### src/design/opr_pkg.sv
// ----------------------------------------------------------------------------
// opr_pkg
// Shared constants and types for the optimal page replacement fault counter.
// ----------------------------------------------------------------------------
package opr_pkg;

  localparam int unsigned DEF_MAX_FRAMES = 16;
  localparam int unsigned DEF_MAX_REFS   = 1024;
  localparam int unsigned DEF_PAGE_BITS  = 16;

  localparam int unsigned FAULT_W   = 11;
  localparam int unsigned FRAMES_W  = 5;
  localparam int unsigned APB_DW    = 32;
  localparam int unsigned APB_AW    = 3;

  localparam logic [FRAMES_W-1:0] FRAMES_RESET = 5'd4;

  // register index, taken from paddr[2]
  localparam logic REG_FRAMES_IN_USE = 1'b0;

  typedef struct packed {
    logic clear_valid;
    logic clear_found;
    logic scan_en;
    logic load_en;
    logic use_empty;
  } cell_ctrl_t;

  typedef struct packed {
    logic empty_taken;
    logic unfound_taken;
  } cell_chain_t;

endpackage

### src/design/opr_cell.sv
// ----------------------------------------------------------------------------
// opr_cell
// One page frame: holds its page, valid and found bits, compares against the
// probed reference and takes part in the lowest-candidate priority chain.
// ----------------------------------------------------------------------------
module opr_cell #(
  parameter int unsigned PAGE_BITS = opr_pkg::DEF_PAGE_BITS
) (
  input  logic                 clk_i,
  input  logic                 rst_ni,
  input  opr_pkg::cell_ctrl_t  ctrl_i,
  input  logic                 active_i,
  input  logic [PAGE_BITS-1:0] probe_page_i,
  input  logic [PAGE_BITS-1:0] load_page_i,
  input  opr_pkg::cell_chain_t chain_i,
  output opr_pkg::cell_chain_t chain_o,
  output logic                 hit_o,
  output logic                 match_o
);
  import opr_pkg::*;

  logic [PAGE_BITS-1:0] page_q;
  logic                 valid_q, valid_d;
  logic                 found_q, found_d;
  logic                 eq;
  logic                 is_empty;
  logic                 is_unfound;
  logic                 load;

  assign eq         = (page_q == probe_page_i);
  assign hit_o      = valid_q & eq;
  assign match_o    = ctrl_i.scan_en & valid_q & ~found_q & eq;
  assign is_empty   = active_i & ~valid_q;
  assign is_unfound = active_i & ~found_q;

  assign chain_o.empty_taken   = chain_i.empty_taken | is_empty;
  assign chain_o.unfound_taken = chain_i.unfound_taken | is_unfound;

  assign load = ctrl_i.load_en & (ctrl_i.use_empty ? (is_empty & ~chain_i.empty_taken)
                                                   : (is_unfound & ~chain_i.unfound_taken));

  always_comb begin
    valid_d = valid_q;
    if (ctrl_i.clear_valid) begin
      valid_d = 1'b0;
    end else if (load) begin
      valid_d = 1'b1;
    end
    found_d = found_q;
    if (ctrl_i.clear_found) begin
      found_d = 1'b0;
    end else if (match_o) begin
      found_d = 1'b1;
    end
  end

  always_ff @(posedge clk_i or negedge rst_ni) begin
    if (!rst_ni) begin
      valid_q <= 1'b0;
      found_q <= 1'b0;
    end else begin
      valid_q <= valid_d;
      found_q <= found_d;
    end
  end

  always_ff @(posedge clk_i) begin
    if (load) begin
      page_q <= load_page_i;
    end
  end

endmodule
### config.mk
export PLATFORM = sky130hd
export DESIGN_NAME = opr_cell
export DESIGN_NICKNAME = d
export VERILOG_FILES = /design/src/design/opr_pkg.sv /design/src/design/opr_cell.sv
export SDC_FILE = /design/constraint.sdc
export NUM_CORES = 1
export LEC_CHECK = 0
export BUFFER_PORTS_ARGS = -buffer_cell sky130_fd_sc_hd__buf_2
export CORE_MARGIN = 4
export CORE_UTILIZATION = 46
export CTS_CLUSTER_SIZE = 30
export DETAILED_ROUTE_END_ITERATION = 12
export PLACE_DENSITY_LB_ADDON = 0.08
export SETUP_SLACK_MARGIN = 0.2
export SLEW_MARGIN = 15
export SYNTH_ARGS = -nofsm -noshare
export SYNTH_HDL_FRONTEND = slang
export SYNTH_SLANG_ARGS = --single-unit
### constraint.sdc
create_clock -name clk_i -period 2.8 [get_ports clk_i]
set_clock_uncertainty 0.1 [all_clocks]
set_input_delay 0.56 -clock clk_i [delete_from_list [all_inputs] [get_ports clk_i]]
set_output_delay 0.56 -clock clk_i [all_outputs]
set_load 0.1 [all_outputs]
== After elaboration in Yosys (flattened, before gate mapping) ==
Index checks and enable logic that the tools add are counted.
W data, S select, Z words.

* Register bits after elaboration: 18
* Bits of input ports: 42
* Output and inout bits: 4
* Word-level logic and storage cells: 26

* Equal/unequal tests: 1
* Multiplexer cells: 5
* Bitwise operators: 15
* Reductions and logical operators: 2

{| class="wikitable"
|+ Operators with widths
! operator !! count
|-
| $eq A16 B16 Y1 || 1
|-
| $and A1 B1 Y1 || 9
|-
| $mux W1 || 5
|-
| $not A1 Y1 || 4
|-
| $reduce_bool A2 Y1 || 2
|-
| $or A1 B1 Y1 || 2
|}

== Logic depth before layout (Yosys ltp) ==
Gate-level depths: netlist of the first run.

* Word-level depth: 7
* Gate-level depth with buffers: 4
* Gate-level depth less buffers: 4

== Least setup slack after synthesis of the first run ==
Ideal clock, no wire load.

* Path kind: input-to-output
* Start: input probe_page_i[11]
* End: output match_o
* Arrival: 2861 ps
* Required time: 2140 ps
* Setup slack: -721 ps
* Stages on the path: 4
* Buffers on the path: 0
* Cells stage by stage: xor2_1 nor4_1 nand2_1 nor4_2

* Word-level cells in the longest chain between the ends: 2

{| class="wikitable"
|+ Ends and longest elaborated chain
! item !! RTL line !! source
|-
| start, declared || opr_cell.sv:13 || <nowiki>input logic [PAGE_BITS-1:0] probe_page_i,</nowiki>
|-
| $eq A16 B16 Y1 || opr_cell.sv:30 || <nowiki>assign eq = (page_q == probe_page_i);</nowiki>
|-
| $and A1 B1 Y1 || opr_cell.sv:32 || <nowiki>assign match_o = ctrl_i.scan_en & valid_q & ~found_q & eq;</nowiki>
|-
| end, declared || opr_cell.sv:18 || <nowiki>output logic match_o</nowiki>
|}

Every way passes these cells.

== Final worst setup path of the first run ==
* Start: register page_q[12]
* End: output match_o

* Word-level cells in the longest chain between the ends: 2

{| class="wikitable"
|+ Ends and longest elaborated chain
! item !! RTL line !! source
|-
| start, declared || opr_cell.sv:22 || <nowiki>logic [PAGE_BITS-1:0] page_q;</nowiki>
|-
| start signal, assigned || opr_cell.sv:69 || <nowiki>page_q <= load_page_i;</nowiki>
|-
| $eq A16 B16 Y1 || opr_cell.sv:30 ||
|-
| $and A1 B1 Y1 || opr_cell.sv:32 ||
|}

Every way passes these cells.

==> results of run 1 <==
==> routing by layer <==
metal | vias up | routed length, um | track usage | share of wire
met1 | 263 | 623 | 0.172 | 0.40
met3 | 2 | 146 | 0.0386 | 0.094
met4 | 0 | 9 | 0.0538 | 0.0058
li1 | 317 | - | - | -
met5 | - | 0 | 0 | 0
met2 | 30 | 778 | 0.228 | 0.50
==> cell families (layout without fill, tap and decap cells) <==
kind of cell | count (synthesis) | in the layout | share of synthesized area
compound gates | 4 | 4 | 0.0497
flops | 18 | 18 | 0.639
simple gates | 18 | 18 | 0.130
buf+inv | 3 | 54 | 0.0136
xor+xnor | 16 | 16 | 0.169
==> path summary, 6_finish.rpt <==
path,startpoint,to,slack [ps],cells after the start
max in group asynchronous,rst_ni,found_q,2020,2
min,ctrl_i[4],valid_q,310,2
min reg2reg,page_q[9],found_q,490,3
max,page_q[12],match_o,270,5
max reg2reg,valid_q,page_q[7],1090,2
min in group asynchronous,rst_ni,valid_q,490,2
==> what timing repair did <==
| item | CTS | global route |
|---|---|---|
| resized for setup | 2 | 0 |
| hold endpoints to repair | 2 | 0 |
| hold buffers | 1 | 0 |
| buffers inserted | 0 | 1 |
| pin swaps | 0 | 2 |
| cloned | 0 | 0 |
| endpoints found under the setup margin | 1 | 1 |
==> report_power, final <==
part	internal, uW	switching, uW
Sequential	302	3.64
Clock	51.7	72.0
Combinational	36.3	39.9
Total	390	116
==> state kept, by name, indices dropped and copies added (netlist names) <==
name     cells
found_q      1
valid_q      1
page_q      16
==> layout make-up <==
class                           count  area, um2  share of cell area
Tap cell                           25       31.3              0.0264
Clock inverter                      1       3.75             0.00317
Multi-Input combinational cell     38        313               0.264
Timing Repair Buffer               47        273               0.230
Clock buffer                        3       22.5              0.0190
Inverter                            3       11.3             0.00950
Sequential cell                    18        531               0.448
==> cell usage in the layout, fill, tap and decap left out, types with 2 or more instances in the layout <==
cell type,n
sky130_fd_sc_hd__nor4_2,2
sky130_fd_sc_hd__inv_1,3
sky130_fd_sc_hd__a21o_1,2
sky130_fd_sc_hd__clkbuf_4,3
sky130_fd_sc_hd__nor3_1,2
sky130_fd_sc_hd__buf_2,43
sky130_fd_sc_hd__nor2_1,3
sky130_fd_sc_hd__dfrtp_1,2
sky130_fd_sc_hd__xor2_1,11
sky130_fd_sc_hd__buf_12,2
sky130_fd_sc_hd__nand2_1,3
sky130_fd_sc_hd__nand4b_1,2
sky130_fd_sc_hd__edfxtp_1,16
sky130_fd_sc_hd__xnor2_1,5
==> critical path: stages (launching register included) <==
cell and delay (ps):
sky130_fd_sc_hd__edfxtp_1 380, sky130_fd_sc_hd__xor2_1 160, sky130_fd_sc_hd__nor4_2 350, sky130_fd_sc_hd__nand2_1 170
sky130_fd_sc_hd__nor4_4 300, sky130_fd_sc_hd__buf_12 220
==> through the flow <==
step	setup TNS, ps	hold WS [ps]	setup WS, ps	power [uW]
3_3_place_gp	0	246	208	383
3_5_place_dp	0	247	128	385
2_1_floorplan	-111	164	-111	348
6_report	0	312	273	505
4_1_cts	0	302	219	513
5_1_grt	0	301	136	536
==> impl_metrics.xml, run 1 <==
<?xml version="1.0" encoding="UTF-8"?>
<metrics>
  <group name="sta">
    <metric name="min_period" unit="ps">2530</metric>
    <metric name="layout_worst_path_cycle_share" unit="">0.903</metric>
    <metric name="max_freq" unit="MHz">396</metric>
    <metric name="final_hold_viol_count" unit="">0</metric>
    <metric name="slew-limit-headroom" unit="">0.584</metric>
    <metric name="setup_viol" unit="">0</metric>
    <metric name="max_slew.worst_pin.slew" unit="ps">624</metric>
    <metric name="rsz0062_at_grt" unit="">yes</metric>
    <metric name="final_max_slew_viol_count" unit="">0</metric>
  </group>
  <group name="cts">
    <metric name="clock-root-buffer" unit="">sky130_fd_sc_hd__clkbuf_4</metric>
    <metric name="cts_made_buffers" unit="">3</metric>
    <metric name="ctsLongestPathBuffers" unit="">2</metric>
    <metric name="cts.sinks" unit="">18</metric>
    <metric name="clk_transition_reported_paths" unit="ps">90</metric>
    <metric name="cts_max_level" unit="">1</metric>
    <metric name="insertion_delay" unit="ps">280</metric>
    <metric name="cts_tree" unit="">built</metric>
  </group>
  <group name="pwr">
    <metric name="power_leakage" unit="uW">0.000495</metric>
    <metric name="power_per_cell_area" unit="nW/um2">426</metric>
    <metric name="power.ir.vdd_worst" unit="mV">0.377</metric>
  </group>
  <group name="logic_synthesis">
    <metric name="synthDistinctLibCells" unit="">18</metric>
    <metric name="ys_dominant_reg_cell" unit="">sky130_fd_sc_hd__edfxtp_1</metric>
    <metric name="synthDominantCellAreaShare" unit="">0.578</metric>
    <metric name="number_of_enable_type_register_cells_in_the_synthesized_netlist" unit="">16</metric>
    <metric name="most_instantiated_cells_after_synthesis" unit="">sky130_fd_sc_hd__edfxtp_1 (16), sky130_fd_sc_hd__xor2_1 (11), sky130_fd_sc_hd__xnor2_1 (5)</metric>
    <metric name="netlist_top_cells_area" unit="">sky130_fd_sc_hd__edfxtp_1 (58%), sky130_fd_sc_hd__xor2_1 (12%), sky130_fd_sc_hd__dfrtp_1 (6.0%), sky130_fd_sc_hd__xnor2_1 (5.3%), sky130_fd_sc_hd__nand4b_1 (2.1%)</metric>
    <metric name="async_flop_share" unit="">0.111</metric>
    <metric name="yosysSeqAreaShare" unit="">0.639</metric>
    <metric name="post-synth-top-count-cell" unit="">sky130_fd_sc_hd__edfxtp_1</metric>
    <metric name="average_size_of_a_mapped_cell" unit="um2">14.1</metric>
    <metric name="synthesis.instances" unit="">59</metric>
    <metric name="syn-num-nets" unit="">101</metric>
    <metric name="ys_seq_elements" unit="">18</metric>
    <metric name="post_synth_instance_area" unit="um2">831</metric>
    <metric name="yosysWarnings" unit="">0</metric>
    <metric name="synth.largest_area_cell" unit="">sky130_fd_sc_hd__edfxtp_1</metric>
  </group>
  <group name="die">
    <metric name="die_area" unit="um2">2550</metric>
    <metric name="floorplan.die.height" unit="um">50.5</metric>
    <metric name="die_w" unit="um">50.5</metric>
    <metric name="placementRows" unit="">15</metric>
    <metric name="start_util" unit="">0.481</metric>
    <metric name="design.core.area" unit="um2">1730</metric>
    <metric name="num_io_pins" unit="">46</metric>
  </group>
  <group name="finish">
    <metric name="antenna_cells" unit="">0</metric>
    <metric name="area_growth" unit="%">42.6</metric>
    <metric name="postLayoutCoreUtil" unit="">0.686</metric>
    <metric name="num-nets-final" unit="">153</metric>
    <metric name="fraction_of_layout_cells_with_a_size_suffix_above_1" unit="">0.491</metric>
    <metric name="design_area" unit="um2">1180</metric>
    <metric name="final_cells" unit="">135</metric>
    <metric name="nFillCells" unit="">137</metric>
  </group>
  <group name="setup_path">
    <metric name="setup.worst_path.end_class" unit="">output port</metric>
    <metric name="critical_path_peak_fanout" unit="">2</metric>
    <metric name="crit_arrival" unit="ps">1870</metric>
    <metric name="worstSetupPathType" unit="">reg -&gt; out</metric>
    <metric name="start_kind" unit="">register</metric>
    <metric name="worst_path_required_time" unit="ps">2140</metric>
  </group>
  <group name="global_route">
    <metric name="grt_start_max_net_pins" unit="">18</metric>
    <metric name="grt.total_usage" unit="">0.139</metric>
    <metric name="antenna_found_initial" unit="">0</metric>
    <metric name="grt_pass1_wl" unit="mm">2.66</metric>
    <metric name="grt_overflow_total" unit="">0</metric>
    <metric name="vias_in_the_first_global_route" unit="">636</metric>
  </group>
  <group name="route">
    <metric name="routed_wirelength" unit="mm">1.56</metric>
    <metric name="detailedRoute.firstIterationViolations" unit="">6</metric>
    <metric name="route.antenna.remaining_nets" unit="">0</metric>
    <metric name="drt-wirelength-per-cell" unit="um">11.5</metric>
    <metric name="vias" unit="">612</metric>
    <metric name="dr.pass1.iters" unit="">4</metric>
    <metric name="drcViolationCount" unit="">0</metric>
    <metric name="via_per_inst" unit="">4.53</metric>
  </group>
  <group name="outcome">
    <metric name="status" unit="">complete, no violations</metric>
  </group>
  <group name="place">
    <metric name="placed_cell_area" unit="um2">1130</metric>
    <metric name="dp_hpwl" unit="mm">1.25</metric>
    <metric name="gp_congestion" unit="">0.628</metric>
    <metric name="place.detailed.instances" unit="">129</metric>
    <metric name="io_buffers" unit="">45</metric>
  </group>
  <group name="hold_path">
    <metric name="hold_path_class" unit="">in -&gt; reg</metric>
  </group>
  <group name="run">
    <metric name="cap_violations" unit="">0</metric>
  </group>
</metrics>
Note: power is estimated with default switching activity, not from simulation.
==> inputs of run 2 (changes only) <==
--- a/config.mk
+++ b/config.mk
@@ -5,9 +5,10 @@
 export SDC_FILE = /design/constraint.sdc
 export NUM_CORES = 1
 export LEC_CHECK = 0
+export ABC_AREA = 1
 export BUFFER_PORTS_ARGS = -buffer_cell sky130_fd_sc_hd__buf_2
 export CORE_MARGIN = 4
-export CORE_UTILIZATION = 46
+export CORE_UTILIZATION = 48
 export CTS_CLUSTER_SIZE = 30
 export DETAILED_ROUTE_END_ITERATION = 12
 export PLACE_DENSITY_LB_ADDON = 0.08
==> impl_metrics.xml, run 2 <==
<?xml version="1.0" encoding="UTF-8"?>
<metrics>
  <group name="outcome">
    <metric name="status" unit="">complete, no violations</metric>
  </group>
  <group name="finish">
    <metric name="num-nets-final" unit="">206</metric>
    <metric name="final_cells" unit="">188</metric>
    <metric name="fraction_of_layout_cells_with_a_size_suffix_above_1" unit="">0.319</metric>
    <metric name="antenna_cells" unit="">0</metric>
    <metric name="largest_reg_flops" unit="">16</metric>
    <metric name="nFillCells" unit="">160</metric>
    <metric name="most_frequent_standard_cell_in_the_layout_excluding_fill_and_tap_cells" unit="">sky130_fd_sc_hd__buf_2</metric>
    <metric name="most-common-layout-cells" unit="">sky130_fd_sc_hd__buf_2 (44), sky130_fd_sc_hd__nand2_1 (38), sky130_fd_sc_hd__inv_1 (25)</metric>
    <metric name="registers.top_by_ff_count" unit="">page_q</metric>
    <metric name="area_growth" unit="%">32.7</metric>
    <metric name="reg.largest.list" unit="">page_q: 16 flops, found_q: 1 flops, valid_q: 1 flops</metric>
  </group>
  <group name="route">
    <metric name="detailedRoute.firstIterationViolations" unit="">16</metric>
    <metric name="drcViolationCount" unit="">0</metric>
    <metric name="vias" unit="">816</metric>
    <metric name="route.antenna.remaining_nets" unit="">0</metric>
    <metric name="drt-wirelength-per-cell" unit="um">9.48</metric>
    <metric name="dr.pass1.iters" unit="">4</metric>
    <metric name="routed_wirelength" unit="mm">1.78</metric>
    <metric name="via_per_inst" unit="">4.34</metric>
  </group>
  <group name="logic_synthesis">
    <metric name="syn-num-nets" unit="">155</metric>
    <metric name="number_of_enable_type_register_cells_in_the_synthesized_netlist" unit="">16</metric>
    <metric name="ys_seq_elements" unit="">18</metric>
    <metric name="synthesis.instances" unit="">113</metric>
    <metric name="average_size_of_a_mapped_cell" unit="um2">8.22</metric>
    <metric name="synthDistinctLibCells" unit="">13</metric>
    <metric name="post-synth-top-count-cell" unit="">sky130_fd_sc_hd__nand2_1</metric>
    <metric name="yosysWarnings" unit="">0</metric>
    <metric name="netlist_top_cells_area" unit="">sky130_fd_sc_hd__edfxtp_1 (52%), sky130_fd_sc_hd__nand2_1 (15%), sky130_fd_sc_hd__inv_1 (10%), sky130_fd_sc_hd__nor2_1 (8.1%), sky130_fd_sc_hd__dfrtp_1 (5.4%)</metric>
    <metric name="most_instantiated_cells_after_synthesis" unit="">sky130_fd_sc_hd__nand2_1 (38), sky130_fd_sc_hd__inv_1 (25), sky130_fd_sc_hd__nor2_1 (20)</metric>
    <metric name="yosysSeqAreaShare" unit="">0.571</metric>
    <metric name="post_synth_instance_area" unit="um2">928</metric>
    <metric name="ys_dominant_reg_cell" unit="">sky130_fd_sc_hd__edfxtp_1</metric>
    <metric name="async_flop_share" unit="">0.111</metric>
    <metric name="synth.largest_area_cell" unit="">sky130_fd_sc_hd__edfxtp_1</metric>
    <metric name="synthDominantCellAreaShare" unit="">0.518</metric>
  </group>
  <group name="sta">
    <metric name="setup_viol" unit="">0</metric>
    <metric name="max_slew.worst_pin.slew" unit="ps">590</metric>
    <metric name="min_period" unit="ps">2430</metric>
    <metric name="layout_worst_path_cycle_share" unit="">0.868</metric>
    <metric name="max_freq" unit="MHz">411</metric>
    <metric name="final_hold_viol_count" unit="">0</metric>
    <metric name="rsz0062_at_grt" unit="">no</metric>
    <metric name="hold_slack" unit="ps">305</metric>
    <metric name="slew-limit-headroom" unit="">0.606</metric>
    <metric name="totalNegativeSetupSlack" unit="ps">0</metric>
    <metric name="final_max_slew_viol_count" unit="">0</metric>
  </group>
  <group name="global_route">
    <metric name="antenna_found_initial" unit="">0</metric>
    <metric name="grt_overflow_total" unit="">0</metric>
    <metric name="grt_start_max_net_pins" unit="">17</metric>
    <metric name="vias_in_the_first_global_route" unit="">764</metric>
    <metric name="grt_pass1_wl" unit="mm">2.84</metric>
    <metric name="grt.total_usage" unit="">0.144</metric>
  </group>
  <group name="setup_path">
    <metric name="cp_top_family" unit="">simple AND/OR/NAND/NOR gates</metric>
    <metric name="timing.critical_path.cells" unit="">nor2_1, nor2_1, nor2_1, nand2_1, nor2_2, nand2_1, nor2_2, buf_2</metric>
    <metric name="critPathSlowestCell" unit="">sky130_fd_sc_hd__buf_2</metric>
    <metric name="crit_arrival" unit="ps">1770</metric>
    <metric name="worst_path_required_time" unit="ps">2140</metric>
    <metric name="maximum_cell_stage_delay_along_the_critical_path" unit="ps">420</metric>
    <metric name="setup.worst_path.end_class" unit="">output port</metric>
    <metric name="cp.buffers_inverters" unit="">1</metric>
    <metric name="critical_path_peak_fanout" unit="">2</metric>
    <metric name="worstSetupPathType" unit="">reg -&gt; out</metric>
    <metric name="start_kind" unit="">register</metric>
    <metric name="critical-path-top-cell-by-count" unit="">sky130_fd_sc_hd__nor2_1</metric>
  </group>
  <group name="cts">
    <metric name="cts_made_buffers" unit="">3</metric>
    <metric name="ctsLongestPathBuffers" unit="">2</metric>
    <metric name="insertion_delay" unit="ps">290</metric>
    <metric name="cts_max_level" unit="">1</metric>
    <metric name="clock-root-buffer" unit="">sky130_fd_sc_hd__clkbuf_4</metric>
    <metric name="clk_transition_reported_paths" unit="ps">100</metric>
    <metric name="cts.sinks" unit="">18</metric>
    <metric name="cts_tree" unit="">built</metric>
  </group>
  <group name="hold_path">
    <metric name="hold_path_class" unit="">in -&gt; reg</metric>
  </group>
  <group name="die">
    <metric name="num_io_pins" unit="">46</metric>
    <metric name="start_util" unit="">0.521</metric>
    <metric name="design.core.area" unit="um2">1780</metric>
    <metric name="die_w" unit="um">52.0</metric>
    <metric name="die_area" unit="um2">2700</metric>
    <metric name="floorplan.die.height" unit="um">52.0</metric>
    <metric name="placementRows" unit="">15</metric>
  </group>
  <group name="pwr">
    <metric name="p_total" unit="uW">524</metric>
    <metric name="power_leakage" unit="uW">0.000675</metric>
    <metric name="power_per_cell_area" unit="nW/um2">425</metric>
    <metric name="power.ir.vdd_worst" unit="mV">0.337</metric>
  </group>
  <group name="place">
    <metric name="place.detailed.instances" unit="">183</metric>
    <metric name="dp_hpwl" unit="mm">1.50</metric>
    <metric name="gp_congestion" unit="">0.666</metric>
    <metric name="io_buffers" unit="">45</metric>
  </group>
  <group name="run">
    <metric name="cap_violations" unit="">0</metric>
  </group>
</metrics>
==> run 2: cell families (layout without fill, tap and decap cells) <==
logic type | after synthesis | in the layout | synth area share
compound gates | 3 | 3 | 0.0189
xor+xnor | 4 | 4 | 0.0377
buf+inv | 25 | 75 | 0.101
flops | 18 | 18 | 0.571
simple gates | 63 | 63 | 0.271
==> run 2: report_power, final <==
group / internal (uW) / switching [uW]
clock network: 51.8 / 75.9
logic: 36.5 / 48.8
registers: 306 / 4.91
==> run 2: worst paths after layout <==
kind | startpoint | end | slack (ps) | cells after the start
max in group asynchronous | rst_ni | found_q | 2020 | 2
worst min-delay path | ctrl_i[4] | valid_q | 310 | 2
worst max register to register | valid_q | page_q[15] | 1070 | 5
worst max-delay path | page_q[9] | hit_o | 370 | 8
worst min register to register | found_q | found_q | 500 | 2
min in group asynchronous | rst_ni | valid_q | 490 | 2
==> run 2: worst reg2reg max path: stages (launching register included) <==
cell,delay [ps]
sky130_fd_sc_hd__dfrtp_1,390
sky130_fd_sc_hd__inv_1,100
sky130_fd_sc_hd__nand2_1,80
sky130_fd_sc_hd__o21ai_0,150
sky130_fd_sc_hd__nand3_1,100
sky130_fd_sc_hd__inv_1,450
==> run 2: timing repair <==
item                                    4_1_cts  5_1_grt
resized for setup                             0        1
hold buffers                                  1        0
setup buffers                                 0        0
endpoints found under the setup margin        0        1
endpoints found under the hold margin         2        0
==> run 2: cell type report <==
type / count / area (um2) / share of cell area
Sequential cell: 18 / 531 / 0.430
Multi-Input combinational cell: 70 / 313 / 0.254
Timing Repair Buffer: 46 / 238 / 0.193
Inverter: 25 / 93.8 / 0.0761
Tap cell: 25 / 31.3 / 0.0254
Clock buffer: 3 / 22.5 / 0.0183
Clock inverter: 1 / 3.75 / 0.00305
==> run 2: routing by layer <==
layer	part of all wire	global-route usage	wire (um)
met4	0.017	0.0786	31
met5	0	0	0
met2	0.53	0.272	936
met1	0.38	0.147	681
met3	0.075	0.0229	133
==> run 2: stage by stage <==
step / setup slack (ps) / instance area, um2 / utilization
floorplan: 293 / 937 / -
global placement: 388 / 1190 / 0.669
detailed placement: 323 / 1190 / 0.669
CTS: 292 / 1230 / 0.690
global route: 204 / 1230 / 0.691
finish: 369 / 1230 / 0.691
